**src/rtl/slsf_pkg.sv**
```systemverilog
// slsf_pkg: types, character codes and helper functions for the source line splice filter
// no dependencies; used by slsf_core, slsf_outq and source_line_splice_filter_unit
`timescale 1ns / 1ps

package slsf_pkg;

	localparam int OUTQ_DEPTH = 4;
	localparam int OUTQ_AW    = $clog2(OUTQ_DEPTH);
	localparam int OUTQ_CW    = $clog2(OUTQ_DEPTH + 1);
	localparam int MAX_PUSH   = 2;

	localparam logic [7:0] CH_LF     = 8'h0a;
	localparam logic [7:0] CH_CR     = 8'h0d;
	localparam logic [7:0] CH_QUOTE  = 8'h22;
	localparam logic [7:0] CH_STAR   = 8'h2a;
	localparam logic [7:0] CH_SLASH  = 8'h2f;
	localparam logic [7:0] CH_BSLASH = 8'h5c;
	localparam logic [7:0] CH_BTICK  = 8'h60;

	localparam logic [2:0] DEF_LEN = 3'd7;

	typedef enum logic [1:0] {
		CM_NORMAL,
		CM_LINE,
		CM_BLOCK
	} cmode_t;

	typedef struct packed {
		cmode_t     comment_mode;
		logic       inside_string;
		logic       macro_line;
		logic       slash_seen;
		logic       backslash_held;
		logic       skip_lf_next;
		logic       star_seen;
		logic [2:0] define_match;
	} slsf_state_t;

	typedef struct packed {
		logic [7:0] out_byte;
		logic       byte_valid;
		logic       run_last;
		logic       frame_end;
	} slsf_res_t;

	// n results written in one cycle, r0 first
	typedef struct packed {
		logic [1:0] n;
		slsf_res_t  r0;
		slsf_res_t  r1;
	} slsf_push_t;

	typedef struct packed {
		slsf_state_t st;
		logic        emit;
	} slsf_plain_t;

	// expected byte at each position of the text define
	function automatic logic [7:0] define_char(input logic [2:0] pos);
		logic [7:0] c;
		unique case (pos)
			3'd0: c = CH_BTICK;
			3'd1: c = 8'h64;
			3'd2: c = 8'h65;
			3'd3: c = 8'h66;
			3'd4: c = 8'h69;
			3'd5: c = 8'h6e;
			3'd6: c = 8'h65;
			default: c = 8'h00;
		endcase
		return c;
	endfunction

	// ordinary text handling of one byte
	function automatic slsf_plain_t plain_byte(input slsf_state_t st_in, input logic [7:0] b,
			input logic last);
		slsf_plain_t r;
		r.st   = st_in;
		r.emit = 1'b1;
		if (b == CH_BTICK) begin
			r.st.define_match = 3'd1;
		end else if (st_in.define_match >= 3'd1 && st_in.define_match < DEF_LEN &&
				b == define_char(st_in.define_match)) begin
			if (st_in.define_match == DEF_LEN - 3'd1) begin
				r.st.macro_line   = 1'b1;
				r.st.define_match = 3'd0;
			end else begin
				r.st.define_match = st_in.define_match + 3'd1;
			end
		end else begin
			r.st.define_match = 3'd0;
		end
		if (b == CH_LF || b == CH_CR) begin
			r.st.macro_line = 1'b0;
		end else if (b == CH_SLASH) begin
			if (!last) begin
				r.st.slash_seen = 1'b1;
			end
		end else if (b == CH_QUOTE) begin
			r.st.inside_string = !st_in.inside_string;
		end else if (b == CH_BSLASH) begin
			if (!last) begin
				r.st.backslash_held = 1'b1;
				r.emit              = 1'b0;
			end
		end
		return r;
	endfunction

endpackage

```
**src/rtl/slsf_in_if.sv**
```systemverilog
// slsf_in_if: source text byte channel, valid/ready handshake
// no dependencies
`timescale 1ns / 1ps

interface slsf_in_if;
	logic       valid;
	logic       ready;
	logic [7:0] data_byte;
	logic       frame_last;

	modport source (output valid, output data_byte, output frame_last, input ready);
	modport sink (input valid, input data_byte, input frame_last, output ready);
endinterface

```
**src/rtl/slsf_out_if.sv**
```systemverilog
// slsf_out_if: flattened text result channel, valid/ready handshake
// no dependencies
`timescale 1ns / 1ps

interface slsf_out_if;
	logic       valid;
	logic       ready;
	logic [7:0] out_byte;
	logic       byte_valid;
	logic       run_last;
	logic       frame_end;

	modport source (output valid, output out_byte, output byte_valid, output run_last,
		output frame_end, input ready);
	modport sink (input valid, input out_byte, input byte_valid, input run_last,
		input frame_end, output ready);
endinterface

```
**src/rtl/slsf_core.sv**
```systemverilog
// slsf_core: input register, scanner state and per-byte splice decision
// depends on slsf_pkg and slsf_in_if
`timescale 1ns / 1ps

module slsf_core (
	input  logic                clk,
	input  logic                arst_n,
	slsf_in_if.sink             raw,
	input  logic                room,
	output slsf_pkg::slsf_push_t push
);

	logic                 valid_s1;
	logic [7:0]           byte_s1;
	logic                 last_s1;
	slsf_pkg::slsf_state_t st_q;
	slsf_pkg::slsf_state_t st_d;
	slsf_pkg::slsf_state_t tmp;
	slsf_pkg::slsf_plain_t pr;
	logic                 fire;
	logic [1:0]           cnt;
	logic [7:0]           e0;
	logic [7:0]           e1;

	assign fire      = valid_s1 && room;
	assign raw.ready = !valid_s1 || room;

	always_ff @(posedge clk or negedge arst_n) begin
		if (!arst_n) begin
			valid_s1 <= 1'b0;
		end else if (raw.ready) begin
			valid_s1 <= raw.valid;
		end
	end

	always_ff @(posedge clk) begin
		if (raw.valid && raw.ready) begin
			byte_s1 <= raw.data_byte;
			last_s1 <= raw.frame_last;
		end
	end

	always_comb begin
		tmp  = st_q;
		pr   = slsf_pkg::plain_byte(st_q, byte_s1, last_s1);
		st_d = st_q;
		cnt  = 2'd0;
		e0   = byte_s1;
		e1   = byte_s1;
		if (st_q.comment_mode == slsf_pkg::CM_LINE) begin
			if (byte_s1 == slsf_pkg::CH_LF) begin
				tmp.comment_mode = slsf_pkg::CM_NORMAL;
				pr   = slsf_pkg::plain_byte(tmp, byte_s1, last_s1);
				st_d = pr.st;
				cnt  = {1'b0, pr.emit};
			end else begin
				cnt = 2'd1;
			end
		end else if (st_q.comment_mode == slsf_pkg::CM_BLOCK) begin
			cnt = 2'd1;
			if (st_q.star_seen && byte_s1 == slsf_pkg::CH_SLASH) begin
				st_d.comment_mode = slsf_pkg::CM_NORMAL;
				st_d.star_seen    = 1'b0;
			end else begin
				st_d.star_seen = (byte_s1 == slsf_pkg::CH_STAR);
			end
		end else if (st_q.skip_lf_next) begin
			tmp.skip_lf_next = 1'b0;
			st_d             = tmp;
			if (byte_s1 != slsf_pkg::CH_LF) begin
				pr   = slsf_pkg::plain_byte(tmp, byte_s1, last_s1);
				st_d = pr.st;
				cnt  = {1'b0, pr.emit};
			end
		end else if (st_q.backslash_held) begin
			tmp.backslash_held = 1'b0;
			st_d               = tmp;
			if ((byte_s1 == slsf_pkg::CH_LF || byte_s1 == slsf_pkg::CH_CR) &&
					(st_q.macro_line || st_q.inside_string)) begin
				// splice: the break is dropped
				if (byte_s1 == slsf_pkg::CH_CR && !last_s1) begin
					st_d.skip_lf_next = 1'b1;
				end
			end else if (st_q.inside_string && byte_s1 == slsf_pkg::CH_QUOTE) begin
				cnt = 2'd2;
				e0  = slsf_pkg::CH_BSLASH;
				e1  = slsf_pkg::CH_QUOTE;
			end else begin
				pr   = slsf_pkg::plain_byte(tmp, byte_s1, last_s1);
				st_d = pr.st;
				e0   = slsf_pkg::CH_BSLASH;
				cnt  = pr.emit ? 2'd2 : 2'd1;
			end
		end else if (st_q.slash_seen) begin
			tmp.slash_seen = 1'b0;
			st_d           = tmp;
			if (byte_s1 == slsf_pkg::CH_SLASH) begin
				cnt               = 2'd1;
				st_d.comment_mode = slsf_pkg::CM_LINE;
				st_d.define_match = 3'd0;
			end else if (byte_s1 == slsf_pkg::CH_STAR) begin
				cnt               = 2'd1;
				st_d.comment_mode = slsf_pkg::CM_BLOCK;
				st_d.star_seen    = 1'b0;
				st_d.define_match = 3'd0;
			end else begin
				pr   = slsf_pkg::plain_byte(tmp, byte_s1, last_s1);
				st_d = pr.st;
				cnt  = {1'b0, pr.emit};
			end
		end else begin
			tmp.comment_mode = slsf_pkg::CM_NORMAL;
			pr   = slsf_pkg::plain_byte(tmp, byte_s1, last_s1);
			st_d = pr.st;
			cnt  = {1'b0, pr.emit};
		end
		if (last_s1) begin
			st_d = slsf_pkg::slsf_state_t'('0);
		end
	end

	always_comb begin
		push.r0 = '{out_byte: e0, byte_valid: 1'b1, run_last: (cnt == 2'd1),
			frame_end: (cnt == 2'd1) && last_s1};
		push.r1 = '{out_byte: e1, byte_valid: 1'b1, run_last: 1'b1, frame_end: last_s1};
		push.n  = 2'd0;
		if (fire) begin
			if (cnt == 2'd0) begin
				if (last_s1) begin
					// end-only marker
					push.n  = 2'd1;
					push.r0 = '{out_byte: 8'h00, byte_valid: 1'b0, run_last: 1'b1,
						frame_end: 1'b1};
				end
			end else begin
				push.n = cnt;
			end
		end
	end

	always_ff @(posedge clk or negedge arst_n) begin
		if (!arst_n) begin
			st_q <= slsf_pkg::slsf_state_t'('0);
		end else if (fire) begin
			st_q <= st_d;
		end
	end

`ifndef SYNTHESIS
	a_held_excl: assert property (@(posedge clk) disable iff (!arst_n)
		!(st_q.backslash_held && st_q.skip_lf_next))
		else $error("backslash held while an lf skip is pending");
	a_clear_at_end: assert property (@(posedge clk) disable iff (!arst_n)
		fire && last_s1 |=> st_q == slsf_pkg::slsf_state_t'('0))
		else $error("state not cleared after frame end");
	a_no_push_stalled: assert property (@(posedge clk) disable iff (!arst_n)
		!room |-> push.n == 2'd0)
		else $error("results written without queue room");
	a_end_marker: assert property (@(posedge clk) disable iff (!arst_n)
		fire && last_s1 |-> push.n != 2'd0)
		else $error("last byte produced no result");
`endif

endmodule

```
**src/rtl/slsf_outq.sv**
```systemverilog
// slsf_outq: result queue, up to two writes and one read per cycle
// depends on slsf_pkg and slsf_out_if
`timescale 1ns / 1ps

module slsf_outq (
	input  logic                clk,
	input  logic                arst_n,
	input  slsf_pkg::slsf_push_t push,
	output logic                room,
	slsf_out_if.source          flat
);

	slsf_pkg::slsf_res_t               mem_q [slsf_pkg::OUTQ_DEPTH];
	logic [slsf_pkg::OUTQ_AW-1:0]      wr_q;
	logic [slsf_pkg::OUTQ_AW-1:0]      rd_q;
	logic [slsf_pkg::OUTQ_CW-1:0]      count_q;
	logic                              pop;
	slsf_pkg::slsf_res_t               head;

	assign room = count_q <= slsf_pkg::OUTQ_CW'(slsf_pkg::OUTQ_DEPTH - slsf_pkg::MAX_PUSH);
	assign pop  = flat.valid && flat.ready;
	assign head = mem_q[rd_q];

	assign flat.valid      = count_q != '0;
	assign flat.out_byte   = head.out_byte;
	assign flat.byte_valid = head.byte_valid;
	assign flat.run_last   = head.run_last;
	assign flat.frame_end  = head.frame_end;

	always_ff @(posedge clk) begin
		if (push.n != 2'd0) begin
			mem_q[wr_q] <= push.r0;
		end
		if (push.n == 2'd2) begin
			mem_q[wr_q + slsf_pkg::OUTQ_AW'(1)] <= push.r1;
		end
	end

	always_ff @(posedge clk or negedge arst_n) begin
		if (!arst_n) begin
			wr_q    <= '0;
			rd_q    <= '0;
			count_q <= '0;
		end else begin
			wr_q    <= wr_q + slsf_pkg::OUTQ_AW'(push.n);
			rd_q    <= rd_q + slsf_pkg::OUTQ_AW'(pop);
			count_q <= count_q + slsf_pkg::OUTQ_CW'(push.n) - slsf_pkg::OUTQ_CW'(pop);
		end
	end

`ifndef SYNTHESIS
	a_no_overflow: assert property (@(posedge clk) disable iff (!arst_n)
		count_q <= slsf_pkg::OUTQ_CW'(slsf_pkg::OUTQ_DEPTH))
		else $error("result queue overflow");
	a_ptr_gap: assert property (@(posedge clk) disable iff (!arst_n)
		slsf_pkg::OUTQ_AW'(wr_q - rd_q) == slsf_pkg::OUTQ_AW'(count_q))
		else $error("queue pointers disagree with count");
	a_pop_only: assert property (@(posedge clk) disable iff (!arst_n)
		pop && push.n == 2'd0 |=> count_q == $past(count_q) - slsf_pkg::OUTQ_CW'(1))
		else $error("queue count wrong after read");
`endif

endmodule

```
**src/rtl/source_line_splice_filter_unit.sv**
```systemverilog
// source_line_splice_filter_unit: top level of the source line splice filter
// depends on slsf_pkg, slsf_in_if, slsf_out_if, slsf_core and slsf_outq
//
//   port   modport              fields                                      role
//   raw    slsf_in_if.sink      data_byte, frame_last                       source text bytes
//   flat   slsf_out_if.source   out_byte, byte_valid, run_last, frame_end   flattened text
//
// one byte accepted per cycle unless raw stalls; its results pass the input register and then the result queue to flat
// a byte that yields two results takes two entries of the result queue
// raw stalls when the input register holds a byte and the four-entry result queue has fewer than two free entries
// reset clears the scanner state and the queue at once, no clearing pass
`timescale 1ns / 1ps

module source_line_splice_filter_unit (
	input  logic        clk,
	input  logic        arst_n,
	slsf_in_if.sink     raw,
	slsf_out_if.source  flat
);

	slsf_pkg::slsf_push_t push;
	logic                 room;

	slsf_core u_core (
		.clk    (clk),
		.arst_n (arst_n),
		.raw    (raw),
		.room   (room),
		.push   (push)
	);

	slsf_outq u_outq (
		.clk    (clk),
		.arst_n (arst_n),
		.push   (push),
		.room   (room),
		.flat   (flat)
	);

endmodule
```
**src/flat_wrapper.sv**
```systemverilog
// flat-port wrapper written by rule: the top's interface ports become plain ports
module source_line_splice_filter_unit_flat 
  (clk, arst_n, raw_valid, raw_data_byte, raw_frame_last, raw_ready, flat_valid, flat_out_byte, flat_byte_valid, flat_run_last, flat_frame_end, flat_ready);
  slsf_in_if raw_i ();
  slsf_out_if flat_i ();
  input  logic clk;
  input  logic arst_n;
  input wire logic [$bits(raw_i.valid)-1:0] raw_valid;
  input wire logic [$bits(raw_i.data_byte)-1:0] raw_data_byte;
  input wire logic [$bits(raw_i.frame_last)-1:0] raw_frame_last;
  output wire logic [$bits(raw_i.ready)-1:0] raw_ready;
  output wire logic [$bits(flat_i.valid)-1:0] flat_valid;
  output wire logic [$bits(flat_i.out_byte)-1:0] flat_out_byte;
  output wire logic [$bits(flat_i.byte_valid)-1:0] flat_byte_valid;
  output wire logic [$bits(flat_i.run_last)-1:0] flat_run_last;
  output wire logic [$bits(flat_i.frame_end)-1:0] flat_frame_end;
  input wire logic [$bits(flat_i.ready)-1:0] flat_ready;
  assign raw_i.valid = raw_valid;
  assign raw_i.data_byte = raw_data_byte;
  assign raw_i.frame_last = raw_frame_last;
  assign raw_ready = raw_i.ready;
  assign flat_valid = flat_i.valid;
  assign flat_out_byte = flat_i.out_byte;
  assign flat_byte_valid = flat_i.byte_valid;
  assign flat_run_last = flat_i.run_last;
  assign flat_frame_end = flat_i.frame_end;
  assign flat_i.ready = flat_ready;
  source_line_splice_filter_unit u_core (.clk(clk), .arst_n(arst_n), .raw(raw_i), .flat(flat_i));
endmodule
```
**config.mk**
```make
export PLATFORM = sky130hd
export DESIGN_NAME = source_line_splice_filter_unit_flat
export DESIGN_NICKNAME = d
export VERILOG_FILES = /design/src/rtl/slsf_pkg.sv /design/src/rtl/slsf_in_if.sv /design/src/rtl/slsf_out_if.sv /design/src/rtl/slsf_core.sv /design/src/rtl/slsf_outq.sv /design/src/rtl/source_line_splice_filter_unit.sv /design/src/flat_wrapper.sv
export SDC_FILE = /design/constraint.sdc
export NUM_CORES = 1
export LEC_CHECK = 0
export BUFFER_PORTS_ARGS = -buffer_cell sky130_fd_sc_hd__buf_2
export CORE_AREA = 4 4 109 90
export DETAILED_ROUTE_END_ITERATION = 12
export DIE_AREA = 0 0 113 94
export HOLD_SLACK_MARGIN = 0.06
export PLACE_DENSITY = 0.79
export SKIP_LAST_GASP = 1
export SLEW_MARGIN = 0
export SYNTH_ARGS = -nofsm -noshare
export SYNTH_HDL_FRONTEND = slang
export SYNTH_SLANG_ARGS = --single-unit
```
**constraint.sdc**
```tcl
create_clock -name clk -period 3.5 [get_ports clk]
set_input_delay 0.7 -clock clk [delete_from_list [all_inputs] [get_ports clk]]
set_output_delay 0.7 -clock clk [all_outputs]
set_load 0.01 [all_outputs]
```
== Yosys cells after proc, flatten, opt, wreduce, memory -nomap -nowiden ==
Memories as Yosys holds them, arrays and structs flattened.
Cells that the tools add are included.

* Flip-flop bits (word level): 28
* Bits in writable memories: 44
* Bits of input ports: 13
* Output and inout bits: 13
* Memories kept: 1

{| class="wikitable"
|+ Memory list
! name !! words !! width !! read ports !! clocked after memory_dff !! wr ports !! RTL line !! source
|-
| u_core.u_outq.mem_q || 4 || 11 || 1 || 0 || 2 || slsf_outq.sv:13 || <nowiki>slsf_pkg::slsf_res_t mem_q [slsf_pkg::OUTQ_DEPTH];</nowiki>
|}

* Add/subtract/negate cells: 6
* Order comparisons: 3
* Equal/unequal tests: 50
* Multiplexer cells: 136
* Reduce and logical (&&, ||, !) cells: 36

{| class="wikitable"
|+ Operators with widths
! cell !! number
|-
| 8-bit two-way mux || 36
|-
| 11-bit two-way mux || 7
|-
| 1-bit two-way mux || 53
|-
| 7-bit one-hot mux with 6 select lines || 1
|-
| 8-bit equality test || 5
|-
| 3-bit two-way mux || 13
|-
| 2-bit two-way mux || 16
|-
| 8-bit by 6-bit equality test with 1-bit output, second input constant || 3
|-
| 4-bit by 3-bit != test with 1-bit output, second input constant || 5
|-
| 9-bit two-way mux || 2
|-
| 6-bit != test, second input constant || 3
|-
| 18-bit AND reduction || 1
|-
| 8-bit by 4-bit equality test with 1-bit output, second input constant || 2
|-
| 8-bit by 7-bit equality test with 1-bit output, second input constant || 2
|-
| 4-bit by 2-bit != test with 1-bit output, second input constant || 4
|-
| 5-bit != test, second input constant || 3
|-
| 1-bit logical AND || 14
|-
| 7-bit AND reduction || 2
|-
| 13-bit two-way mux || 1
|-
| 12-bit two-way mux || 1
|-
| 6-bit two-way mux || 2
|-
| 6-bit AND reduction || 2
|-
| 5-bit two-way mux || 2
|-
| 3-bit equality test, second input constant || 3
|-
| other kinds (34) || 48
|}

== Depth between registers and ports, before layout ==
Gate-level depths: netlist of the first run.

* Word-level depth: 26
* Mapped depth: 16
* Gate-level depth less buffers: 15

== Modules after synthesis ==
Synthesis of the first run repeated with hierarchy kept, for this count alone.

* Cell total of the unflattened synthesis: 342
* Area total of the unflattened synthesis: 4346.7 um^2

{| class="wikitable"
|+ Modules (own cells, without submodules)
! module !! instances !! cells an instance !! area each (um^2) !! seq. area each (um^2)
|-
| slsf_outq || 1 || 147 || 2657.5 || 1496.4
|-
| slsf_core || 1 || 195 || 1689.1 || 570.5
|}

== Worst setup path before layout of the first run ==
Ideal clock, no wire load.

* Path type: register to register
* Start: reg u_core.u_core.byte_s1[0]
* End: reg u_core.u_outq.count_q[2] (netlist name)
* Setup time: 0.123 ns
* Arrival time: 3.122 ns
* Data required time: 3.377 ns
* Path slack: 0.255 ns
* Cell stages (with the launch flop): 15
* Path buffers: 2
* Clock period less this slack: 3.245 ns
* Cells stage by stage: edfxtp_1 -> buf_6 -> or3b_1 -> a2111oi_4 -> nor2_1 -> clkbuf_1 -> o211ai_1 -> nand2_1 -> ha_1 -> inv_1 -> ha_1 -> inv_1 -> fa_1 -> xor2_1 -> xnor2_1

* Cells in the longest elaborated chain, start to end: 23

{| class="wikitable"
|+ RTL lines
! element !! RTL line !! source
|-
| start: declaration || slsf_core.sv:14 || <nowiki>logic [7:0] byte_s1;</nowiki>
|-
| start signal: assignment || slsf_core.sv:38 || <nowiki>byte_s1 <= raw.data_byte;</nowiki>
|-
| 8-bit by 7-bit equality test with 1-bit output || slsf_pkg.sv:101 || <nowiki>end else if (b == CH_BSLASH) begin</nowiki>
|-
| 1-bit two-way mux || slsf_pkg.sv:101 ||
|-
| 1-bit two-way mux || slsf_pkg.sv:99 || <nowiki>end else if (b == CH_QUOTE) begin</nowiki>
|-
| 1-bit two-way mux || slsf_pkg.sv:95 || <nowiki>end else if (b == CH_SLASH) begin</nowiki>
|-
| 1-bit two-way mux || slsf_pkg.sv:93 || <nowiki>if (b == CH_LF || b == CH_CR) begin</nowiki>
|-
| 1-bit two-way mux || slsf_core.sv:84 || <nowiki>end else if (st_q.inside_string && byte_s1 == slsf_pkg::CH_QUOTE) begin</nowiki>
|-
| 1-bit two-way mux || slsf_core.sv:78 || <nowiki>if ((byte_s1 == slsf_pkg::CH_LF || byte_s1 == slsf_pkg::CH_CR) &&</nowiki>
|-
| 1-bit two-way mux || slsf_core.sv:75 || <nowiki>end else if (st_q.backslash_held) begin</nowiki>
|-
| [7 not listed] || n/a ||
|-
| 2-bit two-way mux || slsf_core.sv:67 || <nowiki>end else if (st_q.skip_lf_next) begin</nowiki>
|-
| 2-bit two-way mux || slsf_core.sv:59 || <nowiki>end else if (st_q.comment_mode == slsf_pkg::CM_BLOCK) begin</nowiki>
|-
| 2-bit two-way mux (*) || slsf_core.sv:50 || <nowiki>if (st_q.comment_mode == slsf_pkg::CM_LINE) begin</nowiki>
|-
| 2-bit zero test || slsf_core.sv:128 || <nowiki>if (cnt == 2'd0) begin</nowiki>
|-
| 2-bit two-way mux (*) || slsf_core.sv:128 ||
|-
| 13-bit two-way mux (*) || slsf_core.sv:127 || <nowiki>if (fire) begin</nowiki>
|-
| 3-bit by 2-bit adder with 3-bit output (*) || slsf_outq.sv:47 || <nowiki>count_q <= count_q + slsf_pkg::OUTQ_CW'(push.n) - slsf_pkg::OUTQ_CW'(pop);</nowiki>
|-
| 3-bit by 1-bit subtractor with 3-bit output (*) || slsf_outq.sv:47 ||
|-
| end signal: assignment || slsf_outq.sv:47 ||
|-
| end: declaration || slsf_outq.sv:16 || <nowiki>logic [slsf_pkg::OUTQ_CW-1:0] count_q;</nowiki>
|}

Every way passes the cells marked *; elsewhere a longest branch is shown, timed or not. The select of a mux whose other input is x is not followed.
A chain may end at the register's enable or synchronous reset.

== Worst setup path after layout of the first run ==
Same ends and word-level chain as after synthesis.

==> Flow_metrics.wiki, run 1 <==
{| class="wikitable"
! Metric !! Value
|-
| Outcome || completed
|-
| Power per standard cell area || 708.7 nW/um^2
|-
| Post-DRT Antenna Nets || 0
|-
| CP delay by family, top || adder cells
|-
| Worst flop-to-flop path endpoint || u_core.u_outq.count_q[2]
|-
| Number of instances resized during post-cts repair || 0
|-
| H-tree Lvls || 3
|-
| Wire length per cell || 18.61 microns
|-
| Type of element launching the critical path || register
|-
| Master of the slowest instance on the critical path || sky130_fd_sc_hd__edfxtp_1
|-
| Number of enable-type register cells in the synthesized netlist || 45
|-
| Drt total wl || 10660 microns
|-
| Worst min-delay path category || in -> async
|-
| Required time reported for the critical path endpoint || 3.75 ns
|-
| Type of the setup path with the least slack || reg -> reg
|-
| Final Max Tran Viols || 0
|-
| Aggregate negative setup slack || 0 ns
|-
| Detailed placement HPWL || 7837 microns
|-
| Clock transition at the registers of the reported paths || 0.08 ns
|-
| Fraction of synthesis flops using an asynchronous set or reset pin || 26.39%
|-
| Global Route Usage Sum || 21.14%
|-
| TritonCTS buffer count || 9
|-
| Post-CTS setup repair buffer count || 0
|-
| Commonest non-fill, non-tap cell in the layout || sky130_fd_sc_hd__edfxtp_1
|-
| Total of flip-flops plus latches after synthesis || 72
|-
| Skew final || 0.01116 ns
|-
| Type of element capturing the critical path || register
|-
| TritonCTS clock tree || done
|-
| Area of the die || 10620 sq um
|-
| Syn Inst Count || 428
|-
| Insertion delay of the later-clocked pin in the worst-skew pair || 0.36 ns
|-
| Quantity of I/O buffers inserted on ports || 25
|-
| Hold-fix buffers, CTS || 0
|-
| Antenna diodes || 0
|-
| Initial antenna violation count || 0
|-
| Biggest cell delay along the critical path || 0.51 ns
|-
| Final Worst Setup Slack || 0.3001 ns
|-
| Vertical extent of the die || 94 microns
|-
| Initial Utilization || 48.66%
|-
| Layout cell share with drive strength beyond 1 || 17.03%
|-
| Max_slew headroom || 48.29%
|-
| FF-to-FF Start || u_core.u_core.byte_s1[0]
|-
| Maximum clock frequency || 312.5 MHz
|-
| Yosys warning count || 0
|-
| Cell at the root of the clock tree || sky130_fd_sc_hd__clkbuf_8
|-
| Final critical path time including I/O delays and setup || 3.200 ns
|-
| Net count reported at finish || 476
|-
| Maximum count of clock buffers along a single path || 2
|-
| Wire length of the first global-routing pass || 17500 microns
|-
| Final-report setup violation count || 0
|-
| Worst setup slack for register-to-register paths || 0.30 ns
|-
| Global route overflow || 0
|-
| Routed via count || 3558
|-
| Arrival time worst endpoint || 3.45 ns
|-
| Maxcap violations || 0
|-
| Vias per cell || 6.209
|-
| Largest net degree at the start of global routing || 21
|-
| Final hold vios || 0
|-
| Number of top-level design ports || 26
|-
| Maximum net fanout on the critical path || 9
|-
| Number of rows created at floorplan || 31
|-
| Most used flip-flop cell after synthesis || sky130_fd_sc_hd__edfxtp_1
|-
| Area of the core || 8805 sq um
|-
| Post-synthesis net count || 451
|-
| Seq/Total Area, Yosys || 46.38%
|-
| Cell chain of the critical path || or3b_1 -> a2111oi_4 -> nor2_1 -> o211ai_1 -> nand2_1 -> ha_1 -> inv_1 -> ha_1 -> inv_1 -> fa_1 -> xor2_1 -> xnor2_1
|-
| Vias in the first global route || 3447
|-
| First-iteration detailed-routing DRC count || 226
|-
| Number of detailed-route iterations in the first pass || 5
|-
| Start point of the critical path || u_core.u_core.byte_s1[0]
|-
| Unrepaired setup endpoints after global routing || no
|-
| Most frequent cells in the layout || sky130_fd_sc_hd__edfxtp_1, sky130_fd_sc_hd__a21oi_1, sky130_fd_sc_hd__nand2_1
|-
| Average cell area after synthesis || 10.01 sq um
|-
| Worst path bufs/invs || 2
|-
| Final weighted congestion in routability-driven placement || 0.9183
|-
| Chip Width || 113 microns
|-
| Post-synthesis cell type count || 64
|-
| Leakage power total || 1.740 nW
|-
| Reg2reg path depth || 12
|-
| Growth of design area from synthesis to finish || 11.10%
|-
| Period Utilization, post-route || 91.43%
|-
| Post-route DRC || 0
|-
| Clock sink count || 72
|-
| Post-Place Worst Slack || 0.2101 ns
|-
| Pin slew with the least headroom to its limit || 0.7710 ns
|-
| Peak supply drop || 0.2925 mV
|-
| Total chip power || 0.003373 W
|-
| Synthesized area || 4284 sq um
|}
==> worst register-to-register path, cell delays in order, from the launching register on <==
cell and delay (ns):
sky130_fd_sc_hd__edfxtp_1 0.51, sky130_fd_sc_hd__or3b_1 0.49, sky130_fd_sc_hd__a2111oi_4 0.50, sky130_fd_sc_hd__nor2_1 0.13
sky130_fd_sc_hd__o211ai_1 0.20, sky130_fd_sc_hd__nand2_1 0.09, sky130_fd_sc_hd__ha_1 0.29, sky130_fd_sc_hd__inv_1 0.06
sky130_fd_sc_hd__ha_1 0.13, sky130_fd_sc_hd__inv_1 0.05, sky130_fd_sc_hd__fa_1 0.36, sky130_fd_sc_hd__xor2_1 0.16
sky130_fd_sc_hd__xnor2_1 0.12
==> report_power, final <==
part	total, W	leakage (nW)	switching, W	internal [W]
clock network	0.000681	0.102	0.000344	0.000337
logic	0.00130	0.910	0.000735	0.000565
registers	0.00139	0.729	0.000235	0.00116
==> logic make-up after synthesis <==
logic type,share of synthesized area (%)
mux,6.250
fa+ha+maj,3.096
flops,46.38
simple gates,20.94
buf+inv,4.410
xor+xnor,1.635
compound gates,17.29
==> cells in the mapped netlist (8+ instances only) <==
master / instances / area, sq um
sky130_fd_sc_hd__nand3_1: 16 / 80.08
sky130_fd_sc_hd__inv_1: 16 / 60.06
sky130_fd_sc_hd__o21ai_0: 23 / 115.1
sky130_fd_sc_hd__edfxtp_1: 45 / 1351
sky130_fd_sc_hd__nor2_1: 34 / 127.6
sky130_fd_sc_hd__clkbuf_1: 19 / 71.32
sky130_fd_sc_hd__nand2_1: 36 / 135.1
sky130_fd_sc_hd__nor3_1: 21 / 105.1
sky130_fd_sc_hd__or3_1: 9 / 56.30
sky130_fd_sc_hd__a21oi_1: 42 / 210.2
sky130_fd_sc_hd__dfrtp_1: 19 / 475.5
sky130_fd_sc_hd__dfxtp_1: 8 / 160.2
sky130_fd_sc_hd__ha_1: 9 / 112.6
sky130_fd_sc_hd__nand2b_1: 9 / 56.30
sky130_fd_sc_hd__mux4_2: 11 / 247.7
==> worst max path at each step <==
stage	endpoint	slack [ns]	cells after the start
after detailed placement	u_core.u_outq.count_q[2]	0.21	14
after global placement	u_core.u_outq.count_q[2]	0.34	14
after global routing	u_core.u_outq.count_q[2]	0.08	12
after CTS	u_core.u_outq.count_q[2]	0.23	14
after floorplan	u_core.u_outq.count_q[2]	0.26	14
final	u_core.u_outq.count_q[2]	0.30	12
==> registers in the layout, indices dropped and copies added, names as in the netlist <==
register and count:
u_core.u_outq.mem_q 44, u_core.u_outq.wr_q 2, u_core.u_outq.count_q 3, u_core.u_outq.rd_q 2
u_core.u_core.byte_s1 8, u_core.u_core.last_s1 1, u_core.u_core.st_q 11, u_core.u_core.valid_s1 1
==> per-layer routing <==
layer	part of all wire, %	track usage (%)	up-vias	wire [microns]
met2	48	33.88	147	5111
met5	0	0	-	0
met1	43	28.25	1733	4609
li1	-	-	1659	-
met4	1.8	8.108	0	195
met3	7.0	4.507	19	747
==> final cells by class <==
cell class / count / area [sq um]
repair buffers: 42 / 252.7
flip-flops and latches: 72 / 1987
multi-input cells: 311 / 2108
clock buffers: 9 / 123.9
well taps: 115 / 143.9
fillers: 753 / 4045
inverters: 17 / 63.81
clock inverters: 7 / 80.08
==> per-stage QoR <==
step | cells | util (%) | hold slack (ns) | instance area, sq um
floorplan | 428 | - | 0.4044 | 4284
global placement | 557 | 51.74 | 0.4437 | 4556
detailed placement | 557 | 51.74 | 0.4578 | 4556
CTS | 573 | 54.06 | 0.2657 | 4760
global route | 573 | 54.06 | 0.2831 | 4760
finish | 573 | 54.06 | 0.2578 | 4760
No activity file was read; power rests on OpenSTA's default activity.
==> run 2: changes to the inputs <==
--- a/config.mk
+++ b/config.mk
@@ -6,13 +6,14 @@
 export NUM_CORES = 1
 export LEC_CHECK = 0
 export BUFFER_PORTS_ARGS = -buffer_cell sky130_fd_sc_hd__buf_2
-export CORE_AREA = 4 4 109 90
+export CORE_AREA = 4 4 110 91
 export DETAILED_ROUTE_END_ITERATION = 12
-export DIE_AREA = 0 0 113 94
+export DIE_AREA = 0 0 114 95
 export HOLD_SLACK_MARGIN = 0.06
-export PLACE_DENSITY = 0.79
+export PLACE_DENSITY = 0.78
 export SKIP_LAST_GASP = 1
 export SLEW_MARGIN = 0
 export SYNTH_ARGS = -nofsm -noshare
 export SYNTH_HDL_FRONTEND = slang
+export SYNTH_HIERARCHICAL = 1
 export SYNTH_SLANG_ARGS = --single-unit
==> run 2 against run 1 <==
The flow now finishes with violations (setup timing). Area after synthesis increased by 1.5%. Combinational power decreased by 8%. Clock power increased by 34%. Count of clock-buffer cells in the layout unchanged. Routed wire length decreased by 7.8%. Register-to-register slack got worse by 0.32 ns. Hold slack improved by 0.049 ns. Largest power group unchanged.
==> Flow_metrics.wiki, run 2 <==
{| class="wikitable"
! Metric !! Value
|-
| Failing checks || setup timing
|-
| Seq/Total Area, Yosys || 47.55%
|-
| Worst-case hold slack || 0.3071 ns
|-
| Layout cell share with drive strength beyond 1 || 39.90%
|-
| Wire length of the first global-routing pass || 15570 microns
|-
| Peak supply drop || 0.4239 mV
|-
| Proportion of netlist area held by the largest area contributor || 36.61%
|-
| Quantity of I/O buffers inserted on ports || 25
|-
| Final hold vios || 0
|-
| Arrival time worst endpoint || 3.60 ns
|-
| Syn Inst Count || 342
|-
| Post-layout instance count excluding filler cells || 511
|-
| Outcome || finished, violations left
|-
| Max_slew headroom || 44.00%
|-
| Average cell area after synthesis || 12.71 sq um
|-
| TritonCTS buffer count || 9
|-
| Required time reported for the critical path endpoint || 3.58 ns
|-
| Global Route Usage Sum || 18.81%
|-
| Maximum net fanout on the critical path || 7
|-
| Final weighted congestion in routability-driven placement || 0.9177
|-
| Combinational share of power || 34.8%
|-
| Global route overflow || 0
|-
| Unrepaired setup endpoints after global routing || yes
|-
| Clock transition at the registers of the reported paths || 0.06 ns
|-
| Hold-fix buffers, CTS || 0
|-
| Most frequent cells in the layout || sky130_fd_sc_hd__edfxtp_1, sky130_fd_sc_hd__mux2_4, sky130_fd_sc_hd__buf_4
|-
| Total of flip-flops plus latches after synthesis || 72
|-
| Final critical path time including I/O delays and setup || 3.519 ns
|-
| Register containing the most flip-flops in the final layout || u_core/u_outq/mem_q
|-
| Routed via count || 3035
|-
| Skew final || 0.01248 ns
|-
| Final Worst Setup Slack || -0.01885 ns
|-
| Top cells by count, synth || sky130_fd_sc_hd__edfxtp_1, sky130_fd_sc_hd__mux2_2, sky130_fd_sc_hd__dfrtp_1, sky130_fd_sc_hd__mux2_4, sky130_fd_sc_hd__a21oi_1
|-
| Most used flip-flop cell after synthesis || sky130_fd_sc_hd__edfxtp_1
|-
| Yosys warning count || 6
|-
| Post-DRT Antenna Nets || 0
|-
| Biggest regs || u_core/u_outq/mem_q (44), u_core/u_core/st_q (11), u_core/u_core/byte_s1 (8)
|-
| Largest net degree at the start of global routing || 23
|-
| Clock sink count || 72
|-
| Type of element launching the critical path || register
|-
| Number of enable-type register cells in the synthesized netlist || 53
|-
| Biggest area contributors in the synthesized netlist || sky130_fd_sc_hd__edfxtp_1, sky130_fd_sc_hd__dfrtp_1, sky130_fd_sc_hd__mux2_2
|-
| Area of the core || 8921 sq um
|-
| Commonest non-fill, non-tap cell in the layout || sky130_fd_sc_hd__edfxtp_1
|-
| Fraction of synthesis flops using an asynchronous set or reset pin || 26.39%
|-
| Leading area contributor after synthesis || sky130_fd_sc_hd__edfxtp_1
|-
| Net count reported at finish || 412
|-
| Type of the setup path with the least slack || reg -> reg
|-
| Number of rows created at floorplan || 31
|-
| Library cell with the highest instance count after synthesis || sky130_fd_sc_hd__edfxtp_1
|-
| Chip Width || 114 microns
|-
| Cells after DPL || 489
|-
| Sw Ratio || 33.14%
|-
| Internal power || 0.002306 W
|-
| Vias per cell || 5.939
|-
| Growth of design area from synthesis to finish || 19.20%
|-
| Net load switching power || 0.001143 W
|-
| Maximum count of clock buffers along a single path || 2
|-
| Post-synthesis cell type count || 67
|-
| Pin slew with the least headroom to its limit || 0.8401 ns
|-
| Flip-flop count of the largest register after layout || 44
|-
| Final-report setup violation count || 2
|-
| Area of the die || 10830 sq um
|-
| Total chip power || 0.003449 W
|-
| Post-Route Utilization || 58.08%
|-
| Post-Place Worst Slack || -0.1380 ns
|-
| Type of element capturing the critical path || register
|-
| Insertion delay of the later-clocked pin in the worst-skew pair || 0.34 ns
|-
| Vias in the first global route || 2928
|-
| Initial Utilization || 48.72%
|-
| Antenna diodes || 0
|-
| Synthesized area || 4347 sq um
|-
| Worst min-delay path category || in -> async
|-
| Post-route DRC || 0
|-
| Drt total wl || 9832 microns
|-
| Final Max Tran Viols || 0
|-
| Number of top-level design ports || 26
|-
| Wire length per cell || 19.24 microns
|-
| Sequential fraction of design power || 38.7%
|-
| Initial antenna violation count || 0
|-
| Power per standard cell area || 665.7 nW/um^2
|-
| Worst setup slack for register-to-register paths || -0.02 ns
|-
| Leakage power total || 1.931 nW
|-
| Cell at the root of the clock tree || sky130_fd_sc_hd__clkbuf_16
|-
| Maximum clock frequency || 284.2 MHz
|-
| First-iteration detailed-routing DRC count || 264
|-
| Maxcap violations || 0
|-
| H-tree Lvls || 3
|-
| Clock power frac || 26.5%
|-
| Vertical extent of the die || 95 microns
|-
| TritonCTS clock tree || done
|-
| Number of detailed-route iterations in the first pass || 4
|-
| Detailed placement HPWL || 6731 microns
|-
| Period Utilization, post-route || 100.5%
|}
[run 2: changes by cell type after synthesis, moves of 7 or more]
cell                       delta
sky130_fd_sc_hd__a21oi_1     -27
sky130_fd_sc_hd__inv_1        -7
sky130_fd_sc_hd__edfxtp_1     +8
sky130_fd_sc_hd__nand2_1     -22
sky130_fd_sc_hd__nor3_1      -15
sky130_fd_sc_hd__or3_1        -8
sky130_fd_sc_hd__o21ai_0     -13
sky130_fd_sc_hd__dfxtp_1      -8
sky130_fd_sc_hd__mux2_4      +19
sky130_fd_sc_hd__nand3_1     -12
sky130_fd_sc_hd__and2_1       +7
sky130_fd_sc_hd__mux2_2      +28
sky130_fd_sc_hd__clkbuf_1    -13
sky130_fd_sc_hd__nor2_1      -20
[run 2: power groups by stage]
stage	Sequential (W)	Clock, W	Combinational [W]
after global placement	0.00133	0	0.00108
after CTS	0.00133	0.000923	0.00114
after floorplan	0.00123	0	0.000878
after detailed placement	0.00135	0	0.00112
after global routing	0.00137	0.000961	0.00131
final	0.00134	0.000913	0.00120
[run 2: area by class of cell]
type                       count  area (sq um)
timing repair buffer          58         407.9
clock buffer                   9         225.2
multi-input combinational    241          2231
tap                          115         143.9
sequential                    72          2067
fill                         717          3740
clock inverter                 7         72.57
inverter                       9         33.78
[run 2: path summary, 6_finish.rpt]
path                                               start                   endpoint  cells after the start
max in group asynchronous                         arst_n      u_core/u_outq/wr_q[1]                      1
worst min register to register     u_core/u_core/st_q[7]      u_core/u_core/st_q[7]                      1
worst max register to register  u_core/u_core/byte_s1[0]  u_core/u_outq/mem_q[0][7]                     10
min in group clk                   u_core/u_core/st_q[7]      u_core/u_core/st_q[7]                      1
worst min-delay path                              arst_n      u_core/u_core/st_q[9]                      1
worst max-delay path            u_core/u_core/byte_s1[0]  u_core/u_outq/mem_q[0][7]                     10
[run 2: cells by family after synthesis]
group                      after synthesis  synth area share, %
adders and majority gates                8                2.475
and+or+nand+nor                        102                14.82
buffers and inverters                   31                3.857
AOI/OAI and AO/OA                       60                9.614
other                                    1              0.08627
DFF                                     72                47.55
muxes                                   60                19.98
xor gates and xnor gates                 8                1.612
[run 2: per-stage QoR]
step                      setup TNS, ns  instance area (sq um)
after floorplan                  -1.456                   4393
after global placement          -0.5327                   4747
after detailed placement         -2.952                   4747
after CTS                       -0.4509                   5052
after global routing             -4.692                   5181
final                          -0.02635                   5181
[run 2: metal layers]
metal | vias up | track usage, % | wire length, microns
met5 | - | 0 | 0
met4 | 0 | 4.748 | 118
met3 | 10 | 4.228 | 593
met2 | 107 | 30.41 | 4737
met1 | 1514 | 25.83 | 4383
li1 | 1404 | - | -
[run 2: timing repair]
action,4_1_cts,5_1_grt
gates cloned,0,1
pin swaps,1,3
resized for setup,0,22
buffers inserted,1,4
setup endpoints to repair,41,75
[run 2: critical path: stages, from the launching register on]
cell	delay (ns)
sky130_fd_sc_hd__edfxtp_1	0.39
sky130_fd_sc_hd__or4b_4	0.55
sky130_fd_sc_hd__or4b_4	0.50
sky130_fd_sc_hd__or4b_4	0.49
sky130_fd_sc_hd__a21oi_2	0.12
sky130_fd_sc_hd__and3b_2	0.24
sky130_fd_sc_hd__a21oi_4	0.16
sky130_fd_sc_hd__buf_6	0.13
sky130_fd_sc_hd__nand4b_1	0.18
sky130_fd_sc_hd__buf_6	0.18
sky130_fd_sc_hd__mux2_2	0.34
